File: src/design/sliding_window_threshold_ratio_defines.svh
// Assertion macros used by the sliding window threshold ratio sequencer.
`ifndef SLIDING_WINDOW_THRESHOLD_RATIO_DEFINES_SVH
`define SLIDING_WINDOW_THRESHOLD_RATIO_DEFINES_SVH

// same-cycle implication, disabled during reset
`define SWTR_ASSERT_NOW(lbl, ante, cons) \
    lbl: assert property (@(posedge clk) disable iff (!rst_n) (ante) |-> (cons)) \
        else $error("swtr check failed");

// next-cycle implication, disabled during reset
`define SWTR_ASSERT_NEXT(lbl, ante, cons) \
    lbl: assert property (@(posedge clk) disable iff (!rst_n) (ante) |=> (cons)) \
        else $error("swtr check failed");

`endif

File: src/design/swtr_pkg.sv
// Shared constants and types for the sliding window threshold ratio block.
package swtr_pkg;

    localparam int MAX_WINDOW     = 64;
    localparam int VALUE_BITS     = 16;
    localparam int SLOT_BITS      = $clog2(MAX_WINDOW);
    localparam int COUNT_BITS     = $clog2(MAX_WINDOW + 1);
    localparam int SUM_BITS       = VALUE_BITS + SLOT_BITS;
    localparam int MULT_BITS      = 8;
    localparam int THR_BITS       = SUM_BITS + MULT_BITS;
    localparam int LHS_BITS       = VALUE_BITS + COUNT_BITS + 4;
    localparam int CMP_BITS       = (THR_BITS > LHS_BITS) ? THR_BITS : LHS_BITS;
    localparam int TOTAL_BITS     = 24;
    localparam int FIELD_CNT_BITS = 7;
    localparam int WF_BITS        = 7;

    localparam int CFG_INDEX_BITS = 2;
    localparam int CFG_DATA_BITS  = 8;

    localparam logic [CFG_INDEX_BITS-1:0] CFG_WINDOW_FRAMES = 2'd0;
    localparam logic [CFG_INDEX_BITS-1:0] CFG_THR_MULT      = 2'd1;
    localparam logic [CFG_INDEX_BITS-1:0] CFG_BELOW_MODE    = 2'd2;

    localparam logic [WF_BITS-1:0]   WF_RESET   = 7'd64;
    localparam logic [MULT_BITS-1:0] MULT_RESET = 8'd8;

    typedef logic [VALUE_BITS-1:0] value_t;

    typedef struct packed {
        logic shift;
        logic load;
    } chain_ctrl_t;

endpackage

File: src/design/sliding_window_threshold_ratio.sv
// Top level: sliding window threshold ratio (LSTER / HZCRR) over a rotating cell chain.
//
//  channel   | handshake                  | payload
//  ----------+----------------------------+------------------------------------------
//  frame     | frame_valid / frame_ready  | feature_value, clip_start
//  result    | result_valid / result_ready| window_positive, window_count,
//            |                            | current_passes, clip_positive_total,
//            |                            | clip_frame_total
//  config    | cfg_we                     | cfg_index, cfg_data
//
// For each request the chain rotates once to sum the window and once more to compare
// each entry with the threshold.
// frame_ready is high only while no request is in flight; a finished result waits in
// the output register while the next request is taken.
// A stalled result_ready holds the sequencer at its last step until the register frees.
// Reset clears fill level, clip totals and control; cell contents need no reset.
module sliding_window_threshold_ratio (
    input  logic                                 clk,
    input  logic                                 rst_n,
    input  logic                                 frame_valid,
    output logic                                 frame_ready,
    input  logic [swtr_pkg::VALUE_BITS-1:0]      feature_value,
    input  logic                                 clip_start,
    output logic                                 result_valid,
    input  logic                                 result_ready,
    output logic [swtr_pkg::FIELD_CNT_BITS-1:0]  window_positive,
    output logic [swtr_pkg::FIELD_CNT_BITS-1:0]  window_count,
    output logic                                 current_passes,
    output logic [swtr_pkg::TOTAL_BITS-1:0]      clip_positive_total,
    output logic [swtr_pkg::TOTAL_BITS-1:0]      clip_frame_total,
    input  logic                                 cfg_we,
    input  logic [swtr_pkg::CFG_INDEX_BITS-1:0]  cfg_index,
    input  logic [swtr_pkg::CFG_DATA_BITS-1:0]   cfg_data
);
    import swtr_pkg::*;

    chain_ctrl_t chain_ctrl;
    value_t      cell_in  [MAX_WINDOW];
    value_t      cell_out [MAX_WINDOW];

    // load the new value at the head, otherwise rotate the tail back in
    assign cell_in[0] = chain_ctrl.load ? feature_value : cell_out[MAX_WINDOW-1];

    genvar gi;
    generate
        for (gi = 1; gi < MAX_WINDOW; gi++)
        begin : g_link
            assign cell_in[gi] = cell_out[gi-1];
        end
        for (gi = 0; gi < MAX_WINDOW; gi++)
        begin : g_cell
            swtr_cell u_cell (
                .clk      (clk),
                .shift    (chain_ctrl.shift),
                .data_in  (cell_in[gi]),
                .data_out (cell_out[gi])
            );
        end
    endgenerate

    swtr_seq u_seq (
        .clk                 (clk),
        .rst_n               (rst_n),
        .frame_valid         (frame_valid),
        .frame_ready         (frame_ready),
        .feature_value       (feature_value),
        .clip_start          (clip_start),
        .result_valid        (result_valid),
        .result_ready        (result_ready),
        .window_positive     (window_positive),
        .window_count        (window_count),
        .current_passes      (current_passes),
        .clip_positive_total (clip_positive_total),
        .clip_frame_total    (clip_frame_total),
        .cfg_we              (cfg_we),
        .cfg_index           (cfg_index),
        .cfg_data            (cfg_data),
        .tail                (cell_out[MAX_WINDOW-1]),
        .chain_ctrl          (chain_ctrl)
    );

endmodule

File: src/design/swtr_cell.sv
// One window cell: holds a feature value and passes it to its neighbor.
module swtr_cell (
    input  logic            clk,
    input  logic            shift,
    input  swtr_pkg::value_t data_in,
    output swtr_pkg::value_t data_out
);
    import swtr_pkg::*;

    value_t value_reg;

    always_ff @(posedge clk)
    begin
        if (shift)
        begin
            value_reg <= data_in;
        end
    end

    assign data_out = value_reg;

endmodule

File: src/design/swtr_seq.sv
// Sequencer: configuration, window sum and compare passes, clip totals, result register.
`include "sliding_window_threshold_ratio_defines.svh"

module swtr_seq (
    input  logic                                 clk,
    input  logic                                 rst_n,
    input  logic                                 frame_valid,
    output logic                                 frame_ready,
    input  swtr_pkg::value_t                     feature_value,
    input  logic                                 clip_start,
    output logic                                 result_valid,
    input  logic                                 result_ready,
    output logic [swtr_pkg::FIELD_CNT_BITS-1:0]  window_positive,
    output logic [swtr_pkg::FIELD_CNT_BITS-1:0]  window_count,
    output logic                                 current_passes,
    output logic [swtr_pkg::TOTAL_BITS-1:0]      clip_positive_total,
    output logic [swtr_pkg::TOTAL_BITS-1:0]      clip_frame_total,
    input  logic                                 cfg_we,
    input  logic [swtr_pkg::CFG_INDEX_BITS-1:0]  cfg_index,
    input  logic [swtr_pkg::CFG_DATA_BITS-1:0]   cfg_data,
    input  swtr_pkg::value_t                     tail,
    output swtr_pkg::chain_ctrl_t                chain_ctrl
);
    import swtr_pkg::*;

    localparam logic [2:0] S_IDLE = 3'd0;
    localparam logic [2:0] S_SUM  = 3'd1;
    localparam logic [2:0] S_THR  = 3'd2;
    localparam logic [2:0] S_CMP  = 3'd3;
    localparam logic [2:0] S_OUT  = 3'd4;

    localparam logic [SLOT_BITS-1:0]  LAST_STEP = SLOT_BITS'(MAX_WINDOW - 1);
    localparam logic [COUNT_BITS-1:0] MAX_COUNT = COUNT_BITS'(MAX_WINDOW);
    localparam logic [TOTAL_BITS-1:0] TOTAL_MAX = {TOTAL_BITS{1'b1}};

    logic [2:0]              state_reg, state_next;
    logic [SLOT_BITS-1:0]    step_reg;
    logic [WF_BITS-1:0]      window_frames_reg;
    logic [MULT_BITS-1:0]    mult_reg;
    logic                    below_mode_reg;
    logic [COUNT_BITS-1:0]   fill_reg, fill_next;
    logic [COUNT_BITS-1:0]   count_reg, count_next;
    logic [SUM_BITS-1:0]     sum_reg;
    logic [THR_BITS-1:0]     thr_reg;
    logic [COUNT_BITS-1:0]   positive_reg;
    logic                    cur_reg;
    logic [TOTAL_BITS-1:0]   clip_passes_reg, clip_frames_reg;
    logic [TOTAL_BITS-1:0]   clip_passes_next, clip_frames_next;
    logic                    result_valid_reg;
    logic [FIELD_CNT_BITS-1:0] window_positive_reg, window_count_reg;
    logic                    current_passes_reg;
    logic [TOTAL_BITS-1:0]   clip_positive_total_reg, clip_frame_total_reg;

    logic                    accept;
    logic                    last_step;
    logic [SLOT_BITS-1:0]    age;
    logic                    in_window;
    logic [COUNT_BITS-1:0]   fill_base;
    logic [COUNT_BITS-1:0]   w_clamp;
    logic [LHS_BITS-1:0]     lhs;
    logic                    pass;
    logic                    out_free;

    assign frame_ready = (state_reg == S_IDLE);
    assign accept      = frame_valid && frame_ready;
    assign last_step   = (step_reg == LAST_STEP);
    assign age         = LAST_STEP - step_reg;
    assign in_window   = (COUNT_BITS'(age) < count_reg);
    assign out_free    = !result_valid_reg || result_ready;

    assign chain_ctrl.load  = accept;
    assign chain_ctrl.shift = accept || (state_reg == S_SUM) || (state_reg == S_CMP);

    always_comb
    begin
        if (window_frames_reg == '0)
        begin
            w_clamp = COUNT_BITS'(1);
        end
        else if (32'(window_frames_reg) > 32'(MAX_WINDOW))
        begin
            w_clamp = MAX_COUNT;
        end
        else
        begin
            w_clamp = COUNT_BITS'(window_frames_reg);
        end
        fill_base  = clip_start ? '0 : fill_reg;
        fill_next  = (fill_base < MAX_COUNT) ? fill_base + COUNT_BITS'(1) : fill_base;
        count_next = (fill_next < w_clamp) ? fill_next : w_clamp;
    end

    always_comb
    begin
        lhs = (LHS_BITS'(tail) * LHS_BITS'(count_reg)) << 4;
        if (below_mode_reg)
        begin
            pass = (CMP_BITS'(lhs) < CMP_BITS'(thr_reg));
        end
        else
        begin
            pass = (CMP_BITS'(lhs) > CMP_BITS'(thr_reg));
        end
    end

    always_comb
    begin
        clip_frames_next = (clip_frames_reg != TOTAL_MAX) ? clip_frames_reg + 1'b1
                                                          : clip_frames_reg;
        clip_passes_next = clip_passes_reg;
        if (cur_reg && clip_passes_reg != TOTAL_MAX)
        begin
            clip_passes_next = clip_passes_reg + 1'b1;
        end
    end

    always_comb
    begin
        state_next = state_reg;
        unique case (state_reg)
            S_IDLE:
            begin
                if (accept)
                begin
                    state_next = S_SUM;
                end
            end
            S_SUM:
            begin
                if (last_step)
                begin
                    state_next = S_THR;
                end
            end
            S_THR:
            begin
                state_next = S_CMP;
            end
            S_CMP:
            begin
                if (last_step)
                begin
                    state_next = S_OUT;
                end
            end
            S_OUT:
            begin
                if (out_free)
                begin
                    state_next = S_IDLE;
                end
            end
            default:
            begin
                state_next = S_IDLE;
            end
        endcase
    end

    always_ff @(posedge clk or negedge rst_n)
    begin
        if (!rst_n)
        begin
            state_reg         <= S_IDLE;
            step_reg          <= '0;
            window_frames_reg <= WF_RESET;
            mult_reg          <= MULT_RESET;
            below_mode_reg    <= 1'b1;
            fill_reg          <= '0;
            clip_passes_reg   <= '0;
            clip_frames_reg   <= '0;
            result_valid_reg  <= 1'b0;
        end
        else
        begin
            state_reg <= state_next;
            if (cfg_we)
            begin
                unique case (cfg_index)
                    CFG_WINDOW_FRAMES: window_frames_reg <= WF_BITS'(cfg_data);
                    CFG_THR_MULT:      mult_reg          <= cfg_data;
                    CFG_BELOW_MODE:    below_mode_reg    <= cfg_data[0];
                    default:           ;
                endcase
            end
            if (accept)
            begin
                fill_reg <= fill_next;
                step_reg <= '0;
                if (clip_start)
                begin
                    clip_passes_reg <= '0;
                    clip_frames_reg <= '0;
                end
            end
            else if (state_reg == S_SUM || state_reg == S_CMP)
            begin
                step_reg <= step_reg + 1'b1;
            end
            if (state_reg == S_OUT && out_free)
            begin
                result_valid_reg <= 1'b1;
                clip_passes_reg  <= clip_passes_next;
                clip_frames_reg  <= clip_frames_next;
            end
            else if (result_valid_reg && result_ready)
            begin
                result_valid_reg <= 1'b0;
            end
        end
    end

    always_ff @(posedge clk)
    begin
        if (accept)
        begin
            count_reg    <= count_next;
            sum_reg      <= '0;
            positive_reg <= '0;
            cur_reg      <= 1'b0;
        end
        if (state_reg == S_SUM && in_window)
        begin
            sum_reg <= sum_reg + SUM_BITS'(tail);
        end
        if (state_reg == S_THR)
        begin
            thr_reg <= THR_BITS'(mult_reg) * THR_BITS'(sum_reg);
        end
        if (state_reg == S_CMP)
        begin
            if (in_window && pass)
            begin
                positive_reg <= positive_reg + 1'b1;
            end
            if (last_step)
            begin
                cur_reg <= pass;
            end
        end
        if (state_reg == S_OUT && out_free)
        begin
            window_positive_reg     <= FIELD_CNT_BITS'(positive_reg);
            window_count_reg        <= FIELD_CNT_BITS'(count_reg);
            current_passes_reg      <= cur_reg;
            clip_positive_total_reg <= clip_passes_next;
            clip_frame_total_reg    <= clip_frames_next;
        end
    end

    assign result_valid        = result_valid_reg;
    assign window_positive     = window_positive_reg;
    assign window_count        = window_count_reg;
    assign current_passes      = current_passes_reg;
    assign clip_positive_total = clip_positive_total_reg;
    assign clip_frame_total    = clip_frame_total_reg;

    `SWTR_ASSERT_NEXT(a_accept_starts_sum, accept, state_reg == S_SUM)
    `SWTR_ASSERT_NEXT(a_cmp_ends_in_out, (state_reg == S_CMP) && last_step, state_reg == S_OUT)
    `SWTR_ASSERT_NOW(a_count_in_range, state_reg == S_CMP, (count_reg != '0) && (count_reg <= MAX_COUNT))
    `SWTR_ASSERT_NOW(a_passes_le_frames, 1'b1, clip_passes_reg <= clip_frames_reg)

endmodule
File: config.mk
export PLATFORM = sky130hd
export DESIGN_NAME = sliding_window_threshold_ratio
export DESIGN_NICKNAME = d
export VERILOG_FILES = /design/src/design/swtr_pkg.sv /design/src/design/sliding_window_threshold_ratio.sv /design/src/design/swtr_cell.sv /design/src/design/swtr_seq.sv
export VERILOG_INCLUDE_DIRS = /design/src /design/src/design
export SDC_FILE = /design/constraint.sdc
export NUM_CORES = 2
export LEC_CHECK = 0
export BUFFER_PORTS_ARGS = -buffer_cell sky130_fd_sc_hd__buf_2
export CORE_MARGIN = 2
export CORE_UTILIZATION = 65
export DETAILED_ROUTE_END_ITERATION = 10
export MAX_ROUTING_LAYER = met4
export PLACE_DENSITY = 0.82
export SLEW_MARGIN = 40
export SYNTH_ARGS = -nofsm -noshare
export SYNTH_HDL_FRONTEND = slang
export SYNTH_HIERARCHICAL = 1
export SYNTH_SLANG_ARGS = --single-unit
File: constraint.sdc
create_clock -name clk -period 37.2 [get_ports clk]
set_clock_uncertainty 0.2 [all_clocks]
set_input_delay 7.44 -clock clk [delete_from_list [all_inputs] [get_ports clk]]
set_output_delay 7.44 -clock clk [all_outputs]
set_load 0.05 [all_outputs]
Word-level counts from Yosys, hierarchy flattened
Index checks and enable logic that the tools add are counted.
{ "totals": {"register_bits": 1235, "output_inout_bits": 65, "wordCells": 165} }
{ "classes": {"n_addsub": 7, "multipliers": 2, "order_cmp": 6, "eq_ne": 13, "n_mux": 30, "reduce_logical": 24} }
{ "ops": {"columns": ["operator", "n"], "rows": [
  ["$mux W24", 6],
  ["$mux W7", 8],
  ["$add A24 B1 Y24 const B", 2],
  ["$ne A24 B24 Y1 const B", 2],
  ["$mux W22", 2],
  ["$gt A27 B30 Y1", 1],
  ["$lt A27 B30 Y1", 1],
  ["$mul A8 B22 Y30", 1],
  ["$mul A16 B7 Y23", 1],
  ["$add A22 B16 Y22", 1],
  ["$mux W16", 1],
  ["$pmux W3 S5", 1],
  ["$add A7 B1 Y7 const B", 2],
  ["$mux W3", 4],
  ["$mux W6", 2],
  ["$reduce_bool A2 Y1", 5],
  ["$reduce_and A2 Y1", 4],
  ["$gt A7 B7 Y1 const B", 1],
  ["$logic_not A7 Y1", 1],
  ["$lt A6 B7 Y1", 1],
  ["$lt A7 B7 Y1", 1],
  ["$lt A7 B7 Y1 const B", 1],
  ["$add A6 B1 Y6 const B", 1],
  ["$eq A3 B2 Y1 const B", 2],
  ["other kinds (15)", 30]
]} }

Logic depth before layout (Yosys ltp)
{ "logic_depth": {"depth_word": 6, "mapped_depth": 27} }

Cells and area by module
Netlist, hierarchy kept.
{ "by_module_without_submodules": {"columns": ["module", "n_inst", "cells_each", "area_per_inst_um2", "seq_area_each_um2"], "rows": [
  ["swtr_cell", 64, 16, 480.5, 480.5],
  ["swtr_seq", 1, 1948, 19303.5, 5854.4],
  ["sliding_window_threshold_ratio", 1, 18, 249.0, 0.0]
]} }

Worst setup path before layout
No wires, ideal clock.
{ "synth_path": {"kind": "input -> register", "from": "input port frame_valid", "to": "register g_cell[0].u_cell.value_reg[0], enable pin", "setup_ns": 0.978, "arrival_ns": 19.944, "t_required_ns": 36.022, "slack_ns": 16.078, "stages": 3, "path_cell_list": "nand2_1 inv_1 or2_2"} }
{ "synth_lines": {"columns": ["item", "line", "rtl"], "rows": [
  ["start: declaration", "sliding_window_threshold_ratio.sv:20", "input logic frame_valid,"],
  ["end signal: assignment", "swtr_cell.sv:16", "value_reg <= data_in;"],
  ["end: declaration", "swtr_cell.sv:10", "value_t value_reg;"]
]} }

==> results.py <==
metrics = {
    "setup_path": {
        "reg2reg_setup_slack_ns": 29.32,
        "worst_r2r_endpoint": "u_seq/positive_reg[4]",
        "rr_worst_depth": 26,
        "crit_required_ns": 37.34,
        "cp-end-kind": "flop",
        "critPathLaunchType": "primary input",
        "critPathArrivalTime_ns": 11.08,
        "critPathKind": "in -> reg",
        "crit_fanout": 97,
        "r2r_start": "u_seq/count_reg[5]",
    },
    "synth": {
        "synth_flop_cell": "edfxtp_1",
        "ys_warn_count": 6,
        "syn_area_um2": 50300,
        "synth_fp_nets": 3358,
        "synth_edf_count": 1146,
        "ys_types": 85,
        "yosysSeqAreaShare_pct": 72.8,
        "synthCells": 2990,
        "ys_seq_elements": 1235,
        "synthArstFlopShare_pct": 6.56,
        "syn_avg_cell_area_um2": 16.8,
    },
    "sta": {
        "slew_violations": 0,
        "fin_tns_setup_ns": 0,
        "fin_crit_sh_pct": 29.4,
        "setup_ws_ns": 26.25,
        "setup_viol": 0,
        "max_freq_mhz": 91.4,
        "finalHoldViolCount": 0,
        "relSlewSlack_pct": 39.5,
        "period_needed_ns": 10.95,
        "worst_pin_slew_ns": 0.907,
        "rsz0062_at_grt": "no",
    },
    "min_path": {
        "hold_path.class": "reg -> reg",
        "hold_path_end": "g_cell[56].u_cell/data_out[2]",
        "hold_depth": 0,
        "hold_start": "g_cell[55].u_cell/data_out[2]",
    },
    "cts": {
        "path_clk_slew_ns": 0.06,
        "postCtsSetupBuffers": 0,
        "clockBufferDepth": 3,
        "cts_resized": 0,
        "ctsHoldBuffers": 0,
        "clockRootBuffer": "clkbuf_16",
        "clk_latency_ns": 0.70,
        "cts_tree": "yes",
        "cts_sinks": 1235,
        "cts_max_level": 3,
        "cts_buffers": 112,
    },
    "pwr": {
        "p_leak_nw": 20.0,
        "power.switching_mw": 1.76,
        "internal_power_mw": 3.23,
        "p_comb_share_pct": 38.6,
        "p_per_area_nw_per_um2": 89.0,
        "worst_ir_drop_vdd_mv": 0.124,
        "pwr-share-seq_pct": 37.0,
        "total_power_mw": 4.98,
        "clockPowerShare_pct": 24.4,
        "p_sw_share_pct": 35.2,
    },
    "final_layout": {
        "syn2layout_area_growth_pct": 11.3,
        "fin_area_um2": 56000,
        "layout_commonest_cell": "edfxtp_1",
        "drive_above_1_share_pct": 11.4,
        "final.fill_count": 4412,
        "multi_input_area_um2": 12500,
        "final_nets": 3528,
        "largest_reg_flops": 1024,
        "final_cell_mix": "1146 x edfxtp_1, 256 x inv_1, 241 x nand2_1",
        "regArea_um2": 36600,
    },
    "detailed_routing": {
        "firstDrtPassIters": 5,
        "routed_via_density": 5.92,
        "ant_nets": 0,
        "post-route-drc-count": 0,
        "wl_per_cell_um": 23.6,
        "routed_wl_um": 101000,
        "vias": 25400,
        "drtIter0Drc": 2419,
    },
    "floorplan": {
        "ios": 97,
        "fp.dieW_um": 282,
        "core_um2": 77100,
        "die_area_um2": 79600,
        "die_y_um": 282,
        "initial_utilization_pct": 65.3,
        "rows": 102,
    },
    "place": {
        "port_buffers": 96,
        "place.gp.congestion": 0.879,
        "placed_area_um2": 52100,
        "place_hpwl_um": 55300,
        "dpl_worst_slack_ns": 25.25,
    },
    "outcome": {
        "status": "finished, final reports clean",
    },
    "grt": {
        "grt_first_pass_wirelength_um": 155000,
        "antenna_found_initial": 8,
        "grt_max_degree": 119,
        "grt_pass1_vias": 26100,
        "grt_remaining_overflow": 0,
        "track_usage_pct": 26.9,
    },
    "job": {
        "maxCapViolations": 0,
    },
}
## through the flow
| stage | instances | util (%) | hold WS [ns] |
|---|---|---|---|
| 5_1_grt | 4299 | 72.6 | 0.182 |
| 2_1_floorplan | 2990 | - | 0.200 |
| 6_report | 4299 | 72.6 | 0.167 |
| 3_5_place_dp | 4084 | 67.5 | 0.205 |
| 4_1_cts | 4296 | 72.5 | 0.161 |
| 3_3_place_gp | 4082 | 67.4 | 0.201 |
## cells in the mapped netlist, types with 4 or more instances
cell / instances / area share [%]
nand2b_1: 7 / 0.087
nand3_2: 6 / 0.12
clkbuf_1: 51 / 0.38
nand3_1: 34 / 0.34
o21ai_1: 8 / 0.080
o21a_1: 13 / 0.19
mux2_4: 10 / 0.30
o2111ai_1: 4 / 0.070
nand3b_1: 5 / 0.075
or2_2: 5 / 0.062
a21o_1: 33 / 0.49
ha_1: 146 / 3.6
fa_1: 190 / 7.6
and2_1: 160 / 2.0
mux2_2: 24 / 0.54
nor2_1: 74 / 0.55
xor2_1: 46 / 0.80
xnor2_1: 60 / 1.0
and4_1: 4 / 0.070
o31ai_1: 14 / 0.21
nand4_1: 24 / 0.30
a31oi_1: 12 / 0.15
nor2b_1: 18 / 0.22
o211ai_1: 7 / 0.10
inv_1: 258 / 1.9
mux2i_1: 12 / 0.24
a21oi_1: 63 / 0.63
nor3_1: 17 / 0.17
o21ai_0: 59 / 0.59
nor3b_1: 4 / 0.060
nand2_1: 243 / 1.8
o21bai_1: 8 / 0.12
edfxtp_1: 1146 / 68
a211oi_1: 11 / 0.16
dfxtp_1: 8 / 0.32
dfrtp_1: 78 / 3.9
a22o_1: 23 / 0.40
and3_1: 28 / 0.35
or3_1: 9 / 0.11
## critical path: stages
cell and delay [ns]:
buf_2 0.10, nand2_1 0.35, inv_2 0.12, buf_4 0.53
or2_4 0.59, buf_6 0.61, buf_12 0.48, buf_6 0.66
## logic make-up after synthesis
logic type | after synthesis | share of synthesized area (%)
DFF | 1235 | 72.8
and+or+nand+nor | 662 | 6.83
adders and majority gates | 336 | 11.2
buffers and inverters | 320 | 2.46
AOI/OAI and AO/OA | 284 | 3.79
xor gates and xnor gates | 106 | 1.85
muxes | 47 | 1.12
## area by class of cell
cell class | instances | share of cell area (%)
Multi-Input combinational cell | 1435 | 22.3
Sequential cell | 1235 | 65.4
Tap cell | 1040 | 2.32
Inverter | 258 | 1.73
Clock inverter | 75 | 1.72
Antenna cell | 1 | 0.00447
Clock buffer | 137 | 5.17
Timing Repair Buffer | 118 | 1.36
## worst max-delay path by stage
stage | start | to | slack, ns | cells after the start
after floorplan | frame_valid | g_cell[0].u_cell/data_out[0] | 16.08 | 3
after global placement | frame_valid | g_cell[30].u_cell/data_out[11] | 24.60 | 8
after detailed placement | frame_valid | g_cell[38].u_cell/data_out[3] | 25.25 | 8
after CTS | frame_valid | g_cell[26].u_cell/data_out[8] | 25.92 | 8
after global routing | frame_valid | g_cell[32].u_cell/data_out[10] | 26.00 | 8
final | frame_valid | g_cell[34].u_cell/data_out[11] | 26.25 | 8
## power groups by stage
stage / Sequential (mW) / Clock [mW] / Combinational (mW)
after floorplan: 1.87 / 0 / 1.50
after global placement: 1.86 / 0 / 1.78
after detailed placement: 1.87 / 0 / 1.86
after CTS: 1.84 / 1.24 / 1.90
after global routing: 1.86 / 1.28 / 2.18
final: 1.84 / 1.22 / 1.92
## metal layers
layer	wire length [um]	track usage, %	vias up	part of all wire (%)
met4	2970	8.57	0	2.9
met2	50900	43.0	1089	50
met5	0	-	-	0
met3	6910	4.30	237	6.8
li1	-	-	11100	-
met1	40600	36.3	13000	40
(Power assumes the default switching activity.)
